[src/sv/tps_pkg.sv]
`default_nettype none

package tps_pkg;

   // Widths of timers and configuration fields
   localparam int TIME_WIDTH  = 24;
   localparam int WAIT_WIDTH  = 24;
   localparam int TICK_WIDTH  = 8;
   localparam int COUNT_WIDTH = 8;
   localparam int TALLY_WIDTH = 16;
   localparam int CSR_INDEX_WIDTH = 2;
   localparam int CSR_DATA_WIDTH  = 24;
   localparam int CMP_WIDTH = (TIME_WIDTH > WAIT_WIDTH) ? TIME_WIDTH : WAIT_WIDTH;

   // Reset values of the configuration registers
   localparam logic [TICK_WIDTH-1:0] PULSE_TICKS_RESET  = TICK_WIDTH'(10);
   localparam logic [TICK_WIDTH-1:0] SETTLE_TICKS_RESET = TICK_WIDTH'(10);
   localparam logic [WAIT_WIDTH-1:0] INITIAL_WAIT_RESET = WAIT_WIDTH'(1000);
   localparam logic [WAIT_WIDTH-1:0] MAX_WAIT_RESET     = WAIT_WIDTH'(16000);

   // Event kinds
   typedef enum logic [2:0] {
      MODE_TICK    = 3'd0,
      MODE_POWER   = 3'd1,
      MODE_RADIO   = 3'd2,
      MODE_BYTES   = 3'd3,
      MODE_SUSPEND = 3'd4,
      MODE_RESUME  = 3'd5
   } mode_type;

   // Sequencer phase
   typedef enum logic [1:0] {
      PHASE_IDLE   = 2'd0,
      PHASE_PULSE  = 2'd1,
      PHASE_SETTLE = 2'd2
   } phase_type;

   // Configuration register indexes
   typedef enum logic [CSR_INDEX_WIDTH-1:0] {
      CSR_PULSE_TICKS  = 2'd0,
      CSR_SETTLE_TICKS = 2'd1,
      CSR_INITIAL_WAIT = 2'd2,
      CSR_MAX_WAIT     = 2'd3
   } csr_index_type;

   typedef struct packed {
      logic [TICK_WIDTH-1:0] pulse_ticks;
      logic [TICK_WIDTH-1:0] settle_ticks;
      logic [WAIT_WIDTH-1:0] initial_wait;
      logic [WAIT_WIDTH-1:0] max_wait;
   } cfg_type;

   typedef struct packed {
      phase_type              phase;
      logic                   believed_on;
      logic                   want_on;
      logic                   radio_blocked;
      logic                   amp_off;
      logic                   suspended;
      logic                   pin;
      logic                   pending;
      logic [TICK_WIDTH-1:0]  delay;
      logic [TIME_WIDTH-1:0]  since_toggle;
      logic [WAIT_WIDTH-1:0]  retry_wait;
      logic [TALLY_WIDTH-1:0] tally;
   } state_type;

endpackage

`default_nettype wire

[src/sv/tps_step.sv]
`default_nettype none

// Next-state logic for one event
module tps_step (
   input  var tps_pkg::state_type                   cur,
   input  var tps_pkg::cfg_type                     cfg,
   input  var logic [2:0]                           mode,
   input  var logic                                 flag_value,
   input  var logic [tps_pkg::COUNT_WIDTH-1:0]      byte_count,
   output tps_pkg::state_type                       nxt,
   output logic [tps_pkg::COUNT_WIDTH-1:0]          forwarded
);

   logic                                target;
   logic                                changed;
   logic [tps_pkg::TALLY_WIDTH:0]       tally_sum;
   logic [tps_pkg::WAIT_WIDTH:0]        doubled;
   logic [tps_pkg::CMP_WIDTH-1:0]       since_ext;
   logic [tps_pkg::CMP_WIDTH-1:0]       retry_ext;
   logic                                retry_due;

   // Shared terms
   always_comb begin
      target    = cur.want_on & ~cur.suspended;
      tally_sum = {1'b0, cur.tally} + (tps_pkg::TALLY_WIDTH + 1)'(byte_count);
      doubled   = {cur.retry_wait, 1'b0};
      since_ext = tps_pkg::CMP_WIDTH'(cur.since_toggle);
      retry_ext = tps_pkg::CMP_WIDTH'(cur.retry_wait);
      retry_due = (cur.phase == tps_pkg::PHASE_IDLE) && (since_ext > retry_ext);
      changed   = (flag_value != cur.want_on);
   end

   // Event decode and state update
   always_comb begin
      nxt       = cur;
      forwarded = '0;
      unique case (mode)
         tps_pkg::MODE_TICK: begin
            if (cur.since_toggle != '1) begin
               nxt.since_toggle = cur.since_toggle + 1'b1;
            end
            if (cur.pending) begin
               if (cur.delay <= tps_pkg::TICK_WIDTH'(1)) begin
                  // deferred work step
                  nxt.pending = 1'b0;
                  nxt.amp_off = cur.suspended | ~cur.want_on | cur.radio_blocked;
                  unique case (cur.phase)
                     tps_pkg::PHASE_IDLE: begin
                        if (target != cur.believed_on) begin
                           nxt.pin     = 1'b1;
                           nxt.phase   = tps_pkg::PHASE_PULSE;
                           nxt.pending = 1'b1;
                           nxt.delay   = cfg.pulse_ticks;
                        end
                     end
                     tps_pkg::PHASE_PULSE: begin
                        nxt.pin          = 1'b0;
                        nxt.since_toggle = '0;
                        nxt.believed_on  = ~cur.believed_on;
                        nxt.phase        = tps_pkg::PHASE_SETTLE;
                        nxt.pending      = 1'b1;
                        nxt.delay        = cfg.settle_ticks;
                     end
                     default: begin
                        nxt.phase = tps_pkg::PHASE_IDLE;
                        if (cur.suspended) begin
                           nxt.pending = 1'b1;
                           nxt.delay   = '0;
                        end
                     end
                  endcase
               end else begin
                  nxt.delay = cur.delay - 1'b1;
               end
            end
         end
         tps_pkg::MODE_POWER: begin
            if (changed) begin
               nxt.want_on = flag_value;
               if (!flag_value) begin
                  nxt.retry_wait = cfg.initial_wait;
               end
               if (!cur.suspended && !cur.pending) begin
                  nxt.pending = 1'b1;
                  nxt.delay   = '0;
               end
            end
         end
         tps_pkg::MODE_RADIO: begin
            nxt.radio_blocked = flag_value;
            if (!cur.suspended && !cur.pending) begin
               nxt.pending = 1'b1;
               nxt.delay   = '0;
            end
         end
         tps_pkg::MODE_BYTES: begin
            if (cur.want_on) begin
               forwarded = byte_count;
            end else begin
               nxt.tally = tally_sum[tps_pkg::TALLY_WIDTH] ? '1
                                                           : tally_sum[tps_pkg::TALLY_WIDTH-1:0];
               // retry: assume the module came up on its own
               if (!cur.believed_on && retry_due) begin
                  nxt.tally       = '0;
                  nxt.believed_on = 1'b1;
                  nxt.retry_wait  = (doubled > {1'b0, cfg.max_wait}) ? cfg.max_wait
                                    : doubled[tps_pkg::WAIT_WIDTH-1:0];
                  if (!cur.suspended && !cur.pending) begin
                     nxt.pending = 1'b1;
                     nxt.delay   = '0;
                  end
               end
            end
         end
         tps_pkg::MODE_SUSPEND: begin
            nxt.suspended = 1'b1;
            nxt.amp_off   = 1'b1;
            nxt.pending   = 1'b1;
            unique case (cur.phase)
               tps_pkg::PHASE_PULSE:  nxt.delay = cfg.pulse_ticks;
               tps_pkg::PHASE_SETTLE: nxt.delay = cfg.settle_ticks;
               default:               nxt.delay = '0;
            endcase
         end
         tps_pkg::MODE_RESUME: begin
            nxt.suspended = 1'b0;
            if (!cur.pending) begin
               nxt.pending = 1'b1;
               nxt.delay   = '0;
            end
         end
         default: begin
            nxt = cur;
         end
      endcase
   end

endmodule

`default_nettype wire

[src/sv/toggle_pin_power_sequencer.sv]
// Toggle-pin power sequencer.
// The result of an event is registered at its accepting edge; the state update
// is a single pass of logic. One event per cycle while no result is held back.
// Synchronous active-high reset restores all state and configuration defaults
// and empties the result register; no clearing sweep is needed.
`default_nettype none

module toggle_pin_power_sequencer (
   input  var logic                                  clock,
   input  var logic                                  reset,
   // event channel
   input  var logic                                  req_valid,
   output logic                                      req_ready,
   input  var logic [2:0]                            req_mode,
   input  var logic                                  req_flag_value,
   input  var logic [tps_pkg::COUNT_WIDTH-1:0]       req_byte_count,
   // result channel
   output logic                                      rsp_valid,
   input  var logic                                  rsp_ready,
   output logic                                      rsp_pin_level,
   output logic                                      rsp_amp_enable,
   output logic                                      rsp_believed_on,
   output logic [1:0]                                rsp_seq_phase,
   output logic [tps_pkg::COUNT_WIDTH-1:0]           rsp_bytes_forwarded,
   output logic [tps_pkg::TALLY_WIDTH-1:0]           rsp_discarded_total,
   // configuration write channel
   input  var logic                                  csr_valid,
   output logic                                      csr_ready,
   input  var logic [tps_pkg::CSR_INDEX_WIDTH-1:0]   csr_index,
   input  var logic [tps_pkg::CSR_DATA_WIDTH-1:0]    csr_data
);

   tps_pkg::state_type                   state_ff;
   tps_pkg::state_type                   state_in;
   tps_pkg::cfg_type                     cfg_ff;
   logic [tps_pkg::COUNT_WIDTH-1:0]      fwd_in;
   logic                                 req_xfer;
   logic                                 rsp_valid_ff;
   logic                                 pin_ff;
   logic                                 amp_ff;
   logic                                 believed_ff;
   logic [1:0]                           phase_ff;
   logic [tps_pkg::COUNT_WIDTH-1:0]      fwd_ff;
   logic [tps_pkg::TALLY_WIDTH-1:0]      tally_ff;

   // Handshake: a new event enters whenever the result slot frees up
   assign req_ready = ~rsp_valid_ff | rsp_ready;
   assign req_xfer  = req_valid & req_ready;
   assign csr_ready = 1'b1;

   tps_step u_step (
      .cur        (state_ff),
      .cfg        (cfg_ff),
      .mode       (req_mode),
      .flag_value (req_flag_value),
      .byte_count (req_byte_count),
      .nxt        (state_in),
      .forwarded  (fwd_in)
   );

   // Configuration registers
   always_ff @(posedge clock) begin
      if (reset) begin
         cfg_ff.pulse_ticks  <= tps_pkg::PULSE_TICKS_RESET;
         cfg_ff.settle_ticks <= tps_pkg::SETTLE_TICKS_RESET;
         cfg_ff.initial_wait <= tps_pkg::INITIAL_WAIT_RESET;
         cfg_ff.max_wait     <= tps_pkg::MAX_WAIT_RESET;
      end else if (csr_valid) begin
         unique case (csr_index)
            tps_pkg::CSR_PULSE_TICKS:
               cfg_ff.pulse_ticks <= csr_data[tps_pkg::TICK_WIDTH-1:0];
            tps_pkg::CSR_SETTLE_TICKS:
               cfg_ff.settle_ticks <= csr_data[tps_pkg::TICK_WIDTH-1:0];
            tps_pkg::CSR_INITIAL_WAIT:
               cfg_ff.initial_wait <= csr_data[tps_pkg::WAIT_WIDTH-1:0];
            tps_pkg::CSR_MAX_WAIT:
               cfg_ff.max_wait <= csr_data[tps_pkg::WAIT_WIDTH-1:0];
            default: ;
         endcase
      end
   end

   // Sequencer state
   always_ff @(posedge clock) begin
      if (reset) begin
         state_ff.phase         <= tps_pkg::PHASE_IDLE;
         state_ff.believed_on   <= 1'b0;
         state_ff.want_on       <= 1'b0;
         state_ff.radio_blocked <= 1'b1;
         state_ff.amp_off       <= 1'b1;
         state_ff.suspended     <= 1'b0;
         state_ff.pin           <= 1'b0;
         state_ff.pending       <= 1'b0;
         state_ff.delay         <= '0;
         state_ff.since_toggle  <= '0;
         state_ff.retry_wait    <= tps_pkg::INITIAL_WAIT_RESET;
         state_ff.tally         <= '0;
      end else if (req_xfer) begin
         state_ff <= state_in;
      end
   end

   // Result register
   always_ff @(posedge clock) begin
      if (reset) begin
         rsp_valid_ff <= 1'b0;
      end else if (req_ready) begin
         rsp_valid_ff <= req_valid;
      end
   end

   always_ff @(posedge clock) begin
      if (req_xfer) begin
         pin_ff      <= state_in.pin;
         amp_ff      <= ~state_in.amp_off;
         believed_ff <= state_in.believed_on;
         phase_ff    <= state_in.phase;
         fwd_ff      <= fwd_in;
         tally_ff    <= state_in.tally;
      end
   end

   assign rsp_valid           = rsp_valid_ff;
   assign rsp_pin_level       = pin_ff;
   assign rsp_amp_enable      = amp_ff;
   assign rsp_believed_on     = believed_ff;
   assign rsp_seq_phase       = phase_ff;
   assign rsp_bytes_forwarded = fwd_ff;
   assign rsp_discarded_total = tally_ff;

endmodule

`default_nettype wire
[config.mk]
export PLATFORM = sky130hd
export DESIGN_NAME = toggle_pin_power_sequencer
export DESIGN_NICKNAME = d
export VERILOG_FILES = /design/src/sv/tps_pkg.sv /design/src/sv/tps_step.sv /design/src/sv/toggle_pin_power_sequencer.sv
export SDC_FILE = /design/constraint.sdc
export NUM_CORES = 1
export LEC_CHECK = 0
export BUFFER_PORTS_ARGS = -buffer_cell sky130_fd_sc_hd__buf_2
export CAP_MARGIN = 20
export CORE_MARGIN = 5
export CORE_UTILIZATION = 62
export CTS_CLUSTER_SIZE = 24
export DETAILED_ROUTE_END_ITERATION = 12
export MAX_ROUTING_LAYER = met4
export PLACE_DENSITY = 0.9
export REMOVE_ABC_BUFFERS = 1
export SLEW_MARGIN = 20
export SYNTH_ARGS = -nofsm -noshare
export SYNTH_HDL_FRONTEND = slang
export SYNTH_HIERARCHICAL = 1
export SYNTH_SLANG_ARGS = --single-unit
export TNS_END_PERCENT = 50
[constraint.sdc]
create_clock -name clock -period 3.53 [get_ports clock]
set_input_delay 0 -clock clock [delete_from_list [all_inputs] [get_ports clock]]
set_output_delay 0 -clock clock [all_outputs]
set_load 0.05 [all_outputs]
# Word level (Yosys, flattened, before mapping)
# Index checks and enable logic that the tools add are counted.
[totals] inputBits=43 ff_bits=175 word_cells=124 output_inout_bits=32
[classes] add_sub_neg=3 eq_ne=21 n_reduce_logical=24 n_bitwise=10 n_lt_le_gt_ge=3 mux=40
[ops] operator="$mux 24" n=6
[ops] operator="$mux 40" n=2
[ops] operator="$pmux 9 s6" n=1
[ops] operator="$pmux 24 s2" n=1
[ops] operator="$mux 9" n=5
[ops] operator="$mux 34" n=1
[ops] operator="$mux 16" n=2
[ops] operator="$gt 25x24->1" n=1
[ops] operator="$add 24x1->24 const B" n=1
[ops] operator="$gt 24x24->1" n=1
[ops] operator="$ne 24x24->1 const B" n=1
[ops] operator="$mux 10" n=2
[ops] operator="$pmux 9 s2" n=1
[ops] operator="$add 16x8->17" n=1
[ops] operator="$mux 8" n=2
[ops] operator="$pmux 8 s2" n=1
[ops] operator="$reduce_and 2->1" n=8
[ops] operator="$reduce_and 9->1" n=1
[ops] operator="$le 8x1->1 const B" n=1
[ops] operator="$ne 2x2->1 const B" n=4
[ops] operator="$pmux 1 s2" n=4
[ops] operator="$sub 8x1->8 const B" n=1
[ops] operator="$eq 2x2->1 const B" n=3
[ops] operator="$eq 3x2->1 const B" n=2
[ops] operator="23 further kinds" n=48

# Depth between registers and ports, before layout
[depth] depth_word=9 depth_mapped=13 mapped_depth_nobuf=12

# By module
# The synthesis kept the hierarchy.
[modules_own_cells] mod="toggle_pin_power_sequencer" seq_area_each_um2=3793.6 n_inst=1 cells_per_inst=680 area_per_inst_um2=6821.5
[modules_own_cells] mod="tps_step" seq_area_each_um2=0.0 n_inst=1 cells_per_inst=666 area_per_inst_um2=4365.4

# Worst setup path before layout
# OpenSTA, ideal clock, no wires.
[synth_path] path_type="reg-to-reg" start="register state_ff[39] (netlist bit)" end="register state_ff[19] (netlist bit)" stages_incl_launch_ff=14 setup_ps=146 path_buffers=2 arrival_time_ps=2698 path_slack_ps=686 synth_period_minus_slack_ps=2844 t_required_ps=3384 path_cell_list="dfxtp_1 -> inv_1 -> ha_1 -> nand4_1 -> or4_1 -> a211oi_1 -> a311oi_1 -> a211o_1 -> buf_2 -> buf_2 -> o211ai_1 -> o211ai_1 -> nor2_1 -> mux2i_1"
[synth_lines] item="start, declared" line="toggle_pin_power_sequencer.sv:33" rtl="tps_pkg::state_type state_ff;"
[synth_lines] item="start signal, assigned" line="toggle_pin_power_sequencer.sv:99" rtl="state_ff <= state_in;"

==> run_results.csv <==
group,metric,value,unit
setup_path,cp_cell_sequence,"inv_1 > ha_1 > nand4_1 > or4_1 > a211oi_1 > a311oi_1 > buf_4 > a211o_1 > buf_4 > o211ai_1 > o211ai_1 > nand3_1 > a21oi_2",
sta,fmax,0.297,GHz
power,pwr-share-comb,10.3,%
layout,instances_no_fill,1633,
die,die_x,144,um
synth,synth_area_leader_cell,"dfxtp_1",
sta,clock_skew,0.0112,ns
setup_path,max_stage_delay,0.58,ns
clock_tree,clock-sinks,175,
sta,max_slew_margin,24.3,%
setup_path,path_buf_inv,3,
synth,avgSynthCellArea,8.31,um^2
die,die-area,0.0208,mm^2
place,dp_hpwl,18.7,mm
sta,rsz0062_at_grt,"no",
layout,fill_cells,1316,
setup_path,crit_path_top_delay_cell,"or4_1",
sta,setup_viol,0,
clock_tree,clk_latency,0.44,ns
power,switchingPower,1.18,mW
power,clkPwrFrac,42.4,%
power,switching_share,26.5,%
power,ir_drop,390,uV
clock_tree,htreeDepth,4,
power,p_leak,4.58,nW
detailed_routing,post_drt_wl_per_cell,18.4,um
detailed_routing,vias_per_cell,6.43,
place,place_inst,1568,
setup_path,crit_family,"compound AO/OA/AOI/OAI gates",
detailed_routing,ant_nets,0,
global_route,grt_max_degree,116,
power,power_frac_seq,47.2,%
detailed_routing,firstDrtPassIters,6,
synth,netlist_instances,1346,
clock_tree,clk_pin_slew,0.07,ns
run,cap_viol_max_count,0,
layout,antenna_cells,0,
synth,seq_area_frac_synth,33.9,%
global_route,grt_usage,29.4,%
setup_path,cp.arrival,3.68,ns
synth,synth.distinct_cells,74,
die,ios,75,
setup_path,required,3.84,ns
layout,final_util,70.0,%
global_route,grt_remaining_overflow,0,
global_route,grt_pass1_wl,48.9,mm
global_route,grt_pass1_vias,9812,
sta,slew_viol_final,0,
synth,async_flop_share,0,%
synth,synthTopCellsByCount,"dfxtp_1, nand2_1, a21oi_1, nor2_1, nand3_1",
synth,synth_most_common_cell,"dfxtp_1",
die,die_h,144,um
synth,ys.flop_type,"dfxtp_1",
layout,syn2layout_area_growth,11.6,%
clock_tree,postCtsSetupBuffers,0,
detailed_routing,vias,10498,
sta,min_period,3.37,ns
synth,synth_top_area_share,26.1,%
setup_path,critPathMaxFanout,24,
power,internal_power,3.28,mW
setup_path,critPathLaunchType,"flop",
synth,syn_area,0.0112,mm^2
setup_path,crit_type,"flop to flop",
sta,tns,0,ns
global_route,antenna_found_initial,0,
sta,timing.hold.ws,0.0603,ns
layout,nNetsFinal,1496,
sta,finalCritPeriodShare,95.5,%
place,port_buffers,73,
synth,synth_edf_count,29,
run_status,status,"finished clean",
die,initial_core_util,62.7,%
die,rows,49,
sta,worstMarginPinSlew,1.13,ns
detailed_routing,drt_iter0_drc,1201,
power,power.total,4.46,mW
clock_tree,clockBufferDepth,2,
die,core,0.0178,mm^2
power,powerDensity,357,mW/mm^2
clock_tree,cts_tree,"built",
synth,ys_seq_elements,175,
setup_path,endpoint_kind,"flop",
sta,hold_violations,0,
clock_tree,numCtsBuffers,17,
detailed_routing,wirelength,30.1,mm
synth,synth_area_leaders,"dfxtp_1, edfxtp_1, ha_1",
hold_path,hold_class,"input pin to flop",
detailed_routing,drc,0,
place,place_congestion,0.950,
clock_tree,cts_root_buf,"clkbuf_16",
synth,yosysWarningCount,6,
layout,drive_gt1_share,15.7,%
[logic make-up (layout without fill, tap and decap cells)]
kind of cell | count (synthesis) | count (layout) | synth area share [%]
adder cells (fa/ha/maj) | 62 | 62 | 7.00
multiplexers | 41 | 41 | 3.69
other | 1 | 1 | 0.0335
buffers and inverters | 167 | 225 | 6.65
flip-flops | 175 | 175 | 33.9
AND/OR/NAND/NOR | 457 | 457 | 19.4
AO/OA/AOI/OAI | 414 | 414 | 27.0
XOR/XNOR | 29 | 29 | 2.27
[cell usage in the layout (no fill, tap or decap), types with 28 or more instances in the layout]
master,n
a21bo_1,45
ha_1,61
edfxtp_1,29
a21oi_1,109
a21bo_2,28
nor2_1,94
a21oi_2,45
nand3_1,91
dlygate4sd3_1,32
dfxtp_1,146
o211ai_1,51
mux2i_1,39
buf_2,71
inv_1,64
o21ai_0,46
nand2_1,144
nor3_1,37
[worst paths after layout]
path         cells past startpoint      endpoint      startpoint  slack (ns)
max                             13  state_ff[38]    state_ff[39]        0.16
min                              4  state_ff[76]  req_flag_value        0.06
max reg2reg                     13  state_ff[38]    state_ff[39]        0.16
min reg2reg                      2    cfg_ff[44]      cfg_ff[44]        0.45
[per-stage QoR]
step                instance area, um^2  setup slack [ns]
floorplan                         10700             0.283
global placement                  11600             0.410
detailed placement                11600             0.319
CTS                               12500             0.214
global route                      12500            0.0201
finish                            12500             0.158
[metal layers]
| metal | routed length [um] | vias up | GRT usage [%] | part of all wire [%] |
|---|---|---|---|---|
| met2 | 14200 | 550 | 46.6 | 47 |
| li1 | - | 4932 | - | - |
| met1 | 12400 | 4931 | 37.9 | 41 |
| met4 | 848 | 0 | 10.4 | 2.8 |
| met3 | 2720 | 85 | 5.22 | 9.0 |
| met5 | 0 | - | - | 0 |
[worst register-to-register path, cell delays in order, from the launching register on]
cell and delay [ns]:
dfxtp_1 0.39, inv_1 0.09, ha_1 0.34, nand4_1 0.12
or4_1 0.58, a211oi_1 0.27, a311oi_1 0.10, buf_4 0.17
a211o_1 0.27, buf_4 0.25, o211ai_1 0.31, o211ai_1 0.16
nand3_1 0.12, a21oi_2 0.07
[cell type report]
type / instances / area, um^2 / share of cell area [%]
clock buffer: 20 / 447 / 3.58
clock inverter: 12 / 133 / 1.06
inverter: 64 / 240 / 1.92
multi-input combinational: 1004 / 6670 / 53.5
sequential: 175 / 3790 / 30.4
tap: 229 / 287 / 2.30
timing repair buffer: 129 / 911 / 7.30
[power by group through the flow]
| stage | Combinational, mW | Sequential (mW) | Clock, mW |
|---|---|---|---|
| after floorplan | 0.178 | 2.21 | 0 |
| after global placement | 0.409 | 2.15 | 0 |
| after detailed placement | 0.419 | 2.15 | 0 |
| after CTS | 0.450 | 2.11 | 1.90 |
| after global routing | 0.495 | 2.11 | 1.98 |
| final | 0.461 | 2.11 | 1.89 |
[state kept, by name, summed over array words and instances, names as in the netlist]
| name | count |
|---|---|
| state_ff | 81 |
| cfg_ff | 64 |
| rsp_discarded_total | 16 |
| rsp_bytes_forwarded | 8 |
| rsp_seq_phase | 2 |
| rsp_amp_enable | 1 |
| rsp_believed_on | 1 |
| rsp_pin_level | 1 |
| rsp_valid | 1 |
[what timing repair did]
action | 4_1_cts | 5_1_grt
endpoints found under the setup margin | 0 | 4
resized for setup | 0 | 2
hold buffers | 32 | 0
endpoints found under the hold margin | 72 | 0
No activity file was read; power rests on OpenSTA's default activity.
